$ cat config.mk
export PLATFORM = sky130hd
export DESIGN_NAME = round_robin_slot_scheduler
export DESIGN_NICKNAME = d
export VERILOG_FILES = /design/src/rtl/rrss_pkg.sv /design/src/rtl/rrss_slot_table.sv /design/src/rtl/round_robin_slot_scheduler.sv
export SDC_FILE = /design/constraint.sdc
export NUM_CORES = 1
export LEC_CHECK = 0
export BUFFER_PORTS_ARGS = -buffer_cell sky130_fd_sc_hd__buf_2
export CAP_MARGIN = 20
export CORE_MARGIN = 5
export CORE_UTILIZATION = 43
export DETAILED_ROUTE_END_ITERATION = 16
export GPL_TIMING_DRIVEN = 0
export PLACE_DENSITY = 0.63
export REMOVE_ABC_BUFFERS = 1
export SETUP_SLACK_MARGIN = 0.3
export SYNTH_ARGS = -nofsm -noshare
export SYNTH_HDL_FRONTEND = slang
export SYNTH_SLANG_ARGS = --single-unit
$ cat constraint.sdc
create_clock -name clock -period 5.2 [get_ports clock]
set_input_delay 1.04 -clock clock [delete_from_list [all_inputs] [get_ports clock]]
set_output_delay 1.04 -clock clock [all_outputs]
set_load 0.01 [all_outputs]
$ cat src/rtl/rrss_pkg.sv
// Shared types, event codes and constants of the round-robin slot scheduler.
`default_nettype none

package rrss_pkg;

   // Default number of job slots and the widest slot index the command struct carries.
   localparam int SLOTS_DEFAULT = 4;
   localparam int SLOT_IDX_MAX_W = 4;

   // Fixed field widths of the result item.
   localparam int SLOT_FIELD_W = 2;
   localparam int MASK_W = 4;

   // Slice length after reset.
   localparam logic [7:0] SLICE_LENGTH_RESET = 8'd3;

   // Event codes.
   localparam logic [2:0] REQ_START         = 3'd0;
   localparam logic [2:0] REQ_KILL          = 3'd1;
   localparam logic [2:0] REQ_SCHEDULE      = 3'd2;
   localparam logic [2:0] REQ_INTERRUPT     = 3'd3;
   localparam logic [2:0] REQ_LEAVE         = 3'd4;
   localparam logic [2:0] REQ_FOCUS_NEXT    = 3'd5;
   localparam logic [2:0] REQ_FOCUS_CONSOLE = 3'd6;

   // Leave kinds.
   localparam logic LEAVE_YIELD = 1'b0;
   localparam logic LEAVE_EXIT  = 1'b1;

   typedef struct packed {
      logic [2:0] req_type;
      logic [2:0] job_index;
      logic       load_ok;
      logic       timer_tick;
      logic       break_request;
      logic       leave_kind;
   } req_item_type;

   typedef struct packed {
      logic                    accepted;
      logic [SLOT_FIELD_W-1:0] chosen_slot;
      logic                    has_running;
      logic [SLOT_FIELD_W-1:0] running_slot;
      logic                    has_focus;
      logic [SLOT_FIELD_W-1:0] focus_slot;
      logic [MASK_W-1:0]       ended_mask;
      logic [MASK_W-1:0]       killed_mask;
      logic                    any_runnable;
   } rsp_item_type;

   // Update of the slot flag table; end wins over take and kill on the same slot.
   typedef struct packed {
      logic                      take_en;
      logic [SLOT_IDX_MAX_W-1:0] take_idx;
      logic                      kill_en;
      logic [SLOT_IDX_MAX_W-1:0] kill_idx;
      logic                      end_en;
      logic [SLOT_IDX_MAX_W-1:0] end_idx;
   } tbl_cmd_type;

endpackage

`default_nettype wire

$ cat src/rtl/rrss_slot_table.sv
// Per-slot runnable and kill-pending flags with a one-command-per-cycle update port.
`default_nettype none

module rrss_slot_table #(
   parameter int SLOTS = rrss_pkg::SLOTS_DEFAULT
) (
   input  wire                        clock,
   input  wire                        reset,
   input  wire rrss_pkg::tbl_cmd_type cmd,
   output logic [SLOTS-1:0]           runnable,
   output logic [SLOTS-1:0]           kill_pend,
   output logic                       any_runnable
);
   import rrss_pkg::*;

   localparam int IW = (SLOTS > 1) ? $clog2(SLOTS) : 1;

   logic [SLOTS-1:0] runnable_ff, runnable_in;
   logic [SLOTS-1:0] kill_ff, kill_in;

   always_comb begin
      runnable_in = runnable_ff;
      kill_in     = kill_ff;
      for (int i = 0; i < SLOTS; i++) begin
         if (cmd.take_en && cmd.take_idx[IW-1:0] == IW'(i)) begin
            runnable_in[i] = 1'b1;
            kill_in[i]     = 1'b0;
         end
         if (cmd.kill_en && cmd.kill_idx[IW-1:0] == IW'(i)) begin
            kill_in[i] = 1'b1;
         end
         if (cmd.end_en && cmd.end_idx[IW-1:0] == IW'(i)) begin
            runnable_in[i] = 1'b0;
            kill_in[i]     = 1'b0;
         end
      end
   end

   always_ff @(posedge clock) begin
      if (reset) begin
         runnable_ff <= '0;
         kill_ff     <= '0;
      end else begin
         runnable_ff <= runnable_in;
         kill_ff     <= kill_in;
      end
   end

   assign runnable     = runnable_ff;
   assign kill_pend    = kill_ff;
   assign any_runnable = |runnable_ff;

endmodule

`default_nettype wire

$ cat src/rtl/round_robin_slot_scheduler.sv
// Top level of the round-robin slot scheduler: event sequencer, slot scan and result register.
`default_nettype none

// Round-robin slot scheduler. Keeps SLOTS job slots (runnable and kill-pending
// flags), a focused slot or console focus, a running slot, a round-robin
// pointer and a slice countdown, and answers every event item on req_ with
// exactly one status item on rsp_. An item is taken only while req_stall is
// low, which is whenever the sequencer is idle; it then runs in an execute
// phase and a finish phase that loads the result register. Kill, interrupt,
// leave, focus-console and unused codes need no scan and go straight from
// execute to finish. Start and focus-next examine one slot per cycle and
// stop at the first hit. Schedule always visits all SLOTS slots once,
// starting at the round-robin pointer, retiring kill-pending slots and
// dispatching the first clean runnable one on the way. A result waiting in
// the output register does not block the next item; only the finish phase
// waits for it to be taken. The slice length is written through csr_
// (always ready); the user must write it only while the block is idle, which
// the block itself does not enforce. It resets to 3.
module round_robin_slot_scheduler #(
   parameter int SLOTS = rrss_pkg::SLOTS_DEFAULT
) (
   input  wire                         clock,
   input  wire                         reset,
   // event items
   input  wire                         req_valid,
   output logic                        req_stall,
   input  wire rrss_pkg::req_item_type req_data,
   // status items
   output logic                        rsp_valid,
   input  wire                         rsp_stall,
   output rrss_pkg::rsp_item_type      rsp_data,
   // slice length register
   input  wire                         csr_valid,
   output logic                        csr_ready,
   input  wire  [7:0]                  csr_data
);
   import rrss_pkg::*;

   localparam int IW = (SLOTS > 1) ? $clog2(SLOTS) : 1;
   localparam logic [IW-1:0] LAST = IW'(SLOTS - 1);

   // Sequencer states.
   localparam logic [1:0] ST_IDLE = 2'd0;
   localparam logic [1:0] ST_EXEC = 2'd1;
   localparam logic [1:0] ST_FIN  = 2'd2;

   logic [1:0]    state_ff, state_in;
   req_item_type  item_ff, item_in;
   logic [IW-1:0] idx_ff, idx_in;         // slot under examination
   logic [IW-1:0] cnt_ff, cnt_in;         // slots visited by schedule
   logic          scan_none_ff, scan_none_in;
   logic          acc_ff, acc_in;
   logic [IW-1:0] chosen_ff, chosen_in;
   logic [MASK_W-1:0] ended_ff, ended_in;
   logic [MASK_W-1:0] killed_ff, killed_in;
   logic          focus_valid_ff, focus_valid_in;
   logic [IW-1:0] focus_ff, focus_in;
   logic          run_valid_ff, run_valid_in;
   logic [IW-1:0] run_ff, run_in;
   logic [IW-1:0] rr_ff, rr_in;
   logic [7:0]    slice_left_ff, slice_left_in;
   logic [7:0]    slice_len_ff, slice_len_in;
   logic          rsp_valid_ff, rsp_valid_in;
   rsp_item_type  rsp_data_ff, rsp_data_in;

   tbl_cmd_type      cmd;
   logic [SLOTS-1:0] runnable;
   logic [SLOTS-1:0] kill_pend;
   logic             any_runnable;

   // Interrupt, kill and scan helpers.
   logic [7:0]    slice_dec;
   logic          kill_run;
   logic [IW-1:0] job_idx;
   logic [IW-1:0] idx_next;

   rrss_slot_table #(
      .SLOTS(SLOTS)
   ) u_table (
      .clock       (clock),
      .reset       (reset),
      .cmd         (cmd),
      .runnable    (runnable),
      .kill_pend   (kill_pend),
      .any_runnable(any_runnable)
   );

   assign req_stall = (state_ff != ST_IDLE);
   assign csr_ready = 1'b1;
   assign rsp_valid = rsp_valid_ff;
   assign rsp_data  = rsp_data_ff;

   assign idx_next  = (idx_ff == LAST) ? '0 : IW'(idx_ff + 1'b1);
   assign job_idx   = IW'(item_ff.job_index);
   assign slice_dec = (item_ff.timer_tick && slice_left_ff != 8'd0)
                      ? slice_left_ff - 8'd1 : slice_left_ff;
   assign kill_run  = kill_pend[run_ff]
                      || (item_ff.break_request && focus_valid_ff && focus_ff == run_ff);

   always_comb begin
      state_in       = state_ff;
      item_in        = item_ff;
      idx_in         = idx_ff;
      cnt_in         = cnt_ff;
      scan_none_in   = scan_none_ff;
      acc_in         = acc_ff;
      chosen_in      = chosen_ff;
      ended_in       = ended_ff;
      killed_in      = killed_ff;
      focus_valid_in = focus_valid_ff;
      focus_in       = focus_ff;
      run_valid_in   = run_valid_ff;
      run_in         = run_ff;
      rr_in          = rr_ff;
      slice_left_in  = slice_left_ff;
      slice_len_in   = slice_len_ff;
      rsp_data_in    = rsp_data_ff;
      cmd            = '0;

      // Drop the result once it is taken.
      rsp_valid_in = rsp_valid_ff && rsp_stall;

      if (csr_valid && csr_ready) begin
         slice_len_in = csr_data;
      end

      unique case (state_ff)
         ST_IDLE: begin
            if (req_valid) begin
               item_in   = req_data;
               acc_in    = 1'b0;
               chosen_in = '0;
               ended_in  = '0;
               killed_in = '0;
               cnt_in    = '0;
               scan_none_in = 1'b0;
               idx_in    = '0;
               if (req_data.req_type == REQ_SCHEDULE) begin
                  // Set the running slot aside; the scan starts at the pointer.
                  run_valid_in = 1'b0;
                  idx_in       = rr_ff;
               end else if (req_data.req_type == REQ_FOCUS_NEXT && focus_valid_ff) begin
                  idx_in       = (focus_ff == LAST) ? '0 : IW'(focus_ff + 1'b1);
                  scan_none_in = (focus_ff == LAST);
               end
               state_in = ST_EXEC;
            end
         end

         ST_EXEC: begin
            unique case (item_ff.req_type)
               REQ_START: begin
                  if (!item_ff.load_ok) begin
                     state_in = ST_FIN;
                  end else if (!runnable[idx_ff]) begin
                     cmd.take_en    = 1'b1;
                     cmd.take_idx   = SLOT_IDX_MAX_W'(idx_ff);
                     focus_valid_in = 1'b1;
                     focus_in       = idx_ff;
                     acc_in         = 1'b1;
                     chosen_in      = idx_ff;
                     state_in       = ST_FIN;
                  end else if (idx_ff == LAST) begin
                     state_in = ST_FIN;
                  end else begin
                     idx_in = idx_next;
                  end
               end

               REQ_KILL: begin
                  if (int'(item_ff.job_index) < SLOTS && runnable[job_idx]) begin
                     cmd.kill_en  = 1'b1;
                     cmd.kill_idx = SLOT_IDX_MAX_W'(job_idx);
                     acc_in       = 1'b1;
                  end
                  state_in = ST_FIN;
               end

               REQ_SCHEDULE: begin
                  if (runnable[idx_ff] && kill_pend[idx_ff]) begin
                     // Retire a killed slot.
                     cmd.end_en  = 1'b1;
                     cmd.end_idx = SLOT_IDX_MAX_W'(idx_ff);
                     ended_in    = ended_ff | (MASK_W'(1) << idx_ff);
                     killed_in   = killed_ff | (MASK_W'(1) << idx_ff);
                     if (focus_valid_ff && focus_ff == idx_ff) begin
                        focus_valid_in = 1'b0;
                     end
                  end else if (runnable[idx_ff] && !acc_ff) begin
                     // Dispatch the first clean runnable slot at or after the pointer.
                     run_valid_in  = 1'b1;
                     run_in        = idx_ff;
                     rr_in         = idx_next;
                     slice_left_in = slice_len_ff;
                     acc_in        = 1'b1;
                     chosen_in     = idx_ff;
                  end
                  idx_in = idx_next;
                  if (cnt_ff == LAST) begin
                     state_in = ST_FIN;
                  end else begin
                     cnt_in = IW'(cnt_ff + 1'b1);
                  end
               end

               REQ_INTERRUPT: begin
                  slice_left_in = slice_dec;
                  if (item_ff.break_request && focus_valid_ff) begin
                     cmd.kill_en  = 1'b1;
                     cmd.kill_idx = SLOT_IDX_MAX_W'(focus_ff);
                  end
                  if (run_valid_ff) begin
                     if (kill_run) begin
                        cmd.end_en   = 1'b1;
                        cmd.end_idx  = SLOT_IDX_MAX_W'(run_ff);
                        ended_in     = MASK_W'(1) << run_ff;
                        killed_in    = MASK_W'(1) << run_ff;
                        run_valid_in = 1'b0;
                        if (focus_valid_ff && focus_ff == run_ff) begin
                           focus_valid_in = 1'b0;
                        end
                     end else if (slice_dec == 8'd0) begin
                        // Preempt: slice used up, slot stays runnable.
                        run_valid_in = 1'b0;
                     end
                  end
                  state_in = ST_FIN;
               end

               REQ_LEAVE: begin
                  if (run_valid_ff) begin
                     run_valid_in = 1'b0;
                     if (item_ff.leave_kind == LEAVE_EXIT) begin
                        cmd.end_en  = 1'b1;
                        cmd.end_idx = SLOT_IDX_MAX_W'(run_ff);
                        ended_in    = MASK_W'(1) << run_ff;
                        if (focus_valid_ff && focus_ff == run_ff) begin
                           focus_valid_in = 1'b0;
                        end
                     end
                  end
                  state_in = ST_FIN;
               end

               REQ_FOCUS_NEXT: begin
                  if (scan_none_ff) begin
                     focus_valid_in = 1'b0;
                     state_in       = ST_FIN;
                  end else if (runnable[idx_ff]) begin
                     focus_valid_in = 1'b1;
                     focus_in       = idx_ff;
                     state_in       = ST_FIN;
                  end else if (idx_ff == LAST) begin
                     focus_valid_in = 1'b0;
                     state_in       = ST_FIN;
                  end else begin
                     idx_in = idx_next;
                  end
               end

               REQ_FOCUS_CONSOLE: begin
                  focus_valid_in = 1'b0;
                  state_in       = ST_FIN;
               end

               default: begin
                  state_in = ST_FIN;
               end
            endcase
         end

         ST_FIN: begin
            // Load the result once the output register is free.
            if (!rsp_valid_ff || !rsp_stall) begin
               rsp_valid_in             = 1'b1;
               rsp_data_in.accepted     = acc_ff;
               rsp_data_in.chosen_slot  = acc_ff ? SLOT_FIELD_W'(chosen_ff) : '0;
               rsp_data_in.has_running  = run_valid_ff;
               rsp_data_in.running_slot = run_valid_ff ? SLOT_FIELD_W'(run_ff) : '0;
               rsp_data_in.has_focus    = focus_valid_ff;
               rsp_data_in.focus_slot   = focus_valid_ff ? SLOT_FIELD_W'(focus_ff) : '0;
               rsp_data_in.ended_mask   = ended_ff;
               rsp_data_in.killed_mask  = killed_ff;
               rsp_data_in.any_runnable = any_runnable;
               state_in                 = ST_IDLE;
            end
         end

         default: begin
            state_in = ST_IDLE;
         end
      endcase
   end

   always_ff @(posedge clock) begin
      if (reset) begin
         state_ff       <= ST_IDLE;
         focus_valid_ff <= 1'b0;
         focus_ff       <= '0;
         run_valid_ff   <= 1'b0;
         run_ff         <= '0;
         rr_ff          <= '0;
         slice_left_ff  <= 8'd0;
         slice_len_ff   <= SLICE_LENGTH_RESET;
         rsp_valid_ff   <= 1'b0;
      end else begin
         state_ff       <= state_in;
         focus_valid_ff <= focus_valid_in;
         focus_ff       <= focus_in;
         run_valid_ff   <= run_valid_in;
         run_ff         <= run_in;
         rr_ff          <= rr_in;
         slice_left_ff  <= slice_left_in;
         slice_len_ff   <= slice_len_in;
         rsp_valid_ff   <= rsp_valid_in;
      end
   end

   always_ff @(posedge clock) begin
      item_ff      <= item_in;
      idx_ff       <= idx_in;
      cnt_ff       <= cnt_in;
      scan_none_ff <= scan_none_in;
      acc_ff       <= acc_in;
      chosen_ff    <= chosen_in;
      ended_ff     <= ended_in;
      killed_ff    <= killed_in;
      rsp_data_ff  <= rsp_data_in;
   end

endmodule

`default_nettype wire

==> run_results.csv <==
group,metric,value,unit
synth,syn_area_per_cell,10.1,um^2
floorplanning,die-height,107,um
synth,ys_seq_area_share,49.5,%
route,top_layer_used,"met4",
hold_path,hold_end,"rsp_data[3]$_DFFE_PP_",
layout,fin_nets,461,
synth,ys_types,70,
synth,yosys_warnings,0,
placed_design,post-dp-hpwl,6770,um
route,drc,0,
pwr,power_density,339,nW/um^2
job,cap_violations,0,
setup_path,r2r_slack,2010,ps
pwr,p_leak,0.00173,uW
sta,relSlewSlack,32.1,%
layout,diodes,0,
synth,synth_edf_count,44,
clock_network,h-tree-depth,3,
route,wl_met2,4300,um
route,first_pass_iters,5,
pwr,ir_worst_vdd,0.171,mV
sta,period_needed,3190,ps
layout,mostFrequentLayoutCells,"edfxtp_1 (44), buf_2 (42), nor2_1 (37)",
setup_path,criticalPathCategory,"reg -> reg",
setup_path,rr_worst_depth,5,
setup_path,start_kind,"flip-flop",
synth,synth.cell_area,4090,um^2
sta,fmax,314,MHz
sta,fin_setup_tns,0,ps
sta,clock_skew,11.2,ps
clock_network,postCtsHoldBufs,0,
clock_network,cts_made_buffers,9,
clock_network,clockBufferDepth,2,
hold_path,min_from,"killed_ff[2]$_SDFFCE_PN0P_",
floorplanning,die_w,107,um
route,dr_wl_met3,614,um
setup_path,worstReg2RegEnd,"u_table.kill_pend[2]$_SDFFE_PP0P_",
sta,fin_crit_sh,61.3,%
route,wl_per_cell,16.8,um
route,drt_iter0_markers,257,
route,antenna_left,0,
clock_network,clock_sinks,79,
layout,final_layout_size_suffix_gt1_share,16.1,%
placed_design,port_buffers,42,
floorplanning,dieArea,11600,um^2
sta,worstMarginPinSlew,1010,ps
sta,timing_hold_violations_final,0,
grt,grt_first_pass_wirelength,15300,um
grt,grt_usage,16.9,%
hold_path,hp-class,"reg -> reg",
sta,rsz0062_at_grt,"no",
setup_path,cp.arrival,3400,ps
route,viasPerCell,5.76,
route,vias,3251,
layout,final_common_cell,"edfxtp_1",
floorplanning,initial_utilization,44.2,%
clock_network,clock_latency,370,ps
clock_network,ctsResizeCount,0,
setup_path,endpoint_kind,"flip-flop",
synth,syn_inst,403,
grt,grt_overflow,0,
floorplanning,core_area,9240,um^2
synth,synth-seq-cells,79,
clock_network,cts_setup_buffers,0,
clock_network,cts_tree,"done",
route,routed_wl,9480,um
synth,synth_ff_type,"edfxtp_1",
hold_path,timing.hold.worst_path_depth,0,
synth,synth-async-reset-ratio,0,%
placed_design,place.gp.congestion,0.880,
floorplanning,placementRows,35,
run_status,status,"finished, final reports clean",
layout,syn_to_final_growth,12.6,%
floorplanning,io_pins,44,
grt,grt_max_degree,43,
setup_path,crit_fanout,18,
placed_design,placed_area,4360,um^2
layout,stdcell_area,4600,um^2
sta,finalSetupViolations,0,
grt,grt_pass1_vias,3002,
sta,slew_violations,0,
clock_network,cts.clk_slew.worst_paths,80,ps
setup_path,crit_required,5420,ps
clock_network,cts-root-buf,"clkbuf_8",
route,routedLengthMet1,4440,um
grt,antenna_found_initial,0,
setup_path,r2r_start,"item_ff[8]$_DFFE_PP_",
-- synthesized netlist by cell type (11+ instances only) --
| master | instances | area, um^2 |
|---|---|---|
| mux2i_1 | 15 | 150 |
| edfxtp_1 | 44 | 1320 |
| nand2b_1 | 11 | 68.8 |
| and2_1 | 11 | 68.8 |
| a21oi_1 | 22 | 110 |
| nor2_1 | 37 | 139 |
| nand2_1 | 22 | 82.6 |
| nor3_1 | 19 | 95.1 |
| inv_1 | 11 | 41.3 |
| dfxtp_1 | 35 | 701 |
| nand3_1 | 11 | 55.1 |
| clkbuf_1 | 20 | 75.1 |
-- worst max-delay path by stage --
stage	start	endpoint	depth (start not counted)
6_report	item_ff[8]$_DFFE_PP_	u_table.kill_pend[2]$_SDFFE_PP0P_	5
5_1_grt	state_ff[1]$_SDFFE_PP0P_	slice_left_ff[1]$_SDFFE_PP0P_	5
4_1_cts	item_ff[8]$_DFFE_PP_	u_table.kill_pend[2]$_SDFFE_PP0P_	5
3_5_place_dp	item_ff[8]$_DFFE_PP_	u_table.kill_pend[2]$_SDFFE_PP0P_	5
3_3_place_gp	req_valid	killed_ff[1]$_SDFFCE_PN0P_	5
2_1_floorplan	idx_ff[0]$_DFFE_PP_	focus_valid_ff$_SDFFE_PP0P_	5
-- through the flow --
step	hold WS [ps]	utilization [%]	setup slack [ps]	std cells	power, uW
after floorplan	428	-	2700	376	923
after detailed placement	447	47.2	2100	548	1010
after global placement	444	47.0	2120	547	1000
after global routing	482	49.8	1850	564	1620
final	463	49.8	2010	564	1560
after CTS	468	49.8	2100	564	1570
-- cell families (layout without fill, tap and decap cells) --
| group | Yosys count | count (layout) | share of synthesized area (%) |
|---|---|---|---|
| XOR/XNOR | 6 | 6 | 1.29 |
| other | 1 | 1 | 0.0918 |
| multiplexers | 18 | 18 | 5.33 |
| AND/OR/NAND/NOR | 148 | 148 | 19.4 |
| buffers and inverters | 39 | 71 | 3.83 |
| AO/OA/AOI/OAI | 104 | 104 | 18.2 |
| flip-flops | 79 | 79 | 49.5 |
| adder cells (fa/ha/maj) | 8 | 8 | 2.45 |
-- report_power, final --
part | switching, uW | internal [uW]
clock | 240 | 320
combinational | 136 | 81.9
sequential | 55.0 | 726
total | 431 | 1130
-- final cells by class --
type,count,area [um^2]
timing repair buffer,43,218
sequential,79,2020
clock buffer,9,124
inverter,12,45.0
tap,129,161
multi-input combinational,285,1910
clock inverter,7,120
fill,872,4640
-- registers in the layout (all words and copies together) (netlist names), 4 cells and up --
name	cells
killed_ff	4
rsp_data	18
slice_left_ff	8
item_ff	10
ended_ff	4
u_table.runnable	4
u_table.kill_pend	4
slice_len_ff	8
-- metal layers --
| metal | vias up | global-route usage, % |
|---|---|---|
| li1 | 1574 | - |
| met1 | 1546 | 23.6 |
| met5 | - | 0 |
| met4 | 0 | 4.78 |
| met2 | 117 | 26.2 |
| met3 | 14 | 3.60 |
-- critical path: stages, from the launching register on --
cell	delay [ps]
edfxtp_1	680
nand3b_1	590
nor4bb_1	720
o31ai_1	190
a2111oi_0	750
nor3_1	120
Note: power is estimated with default switching activity, not from simulation.
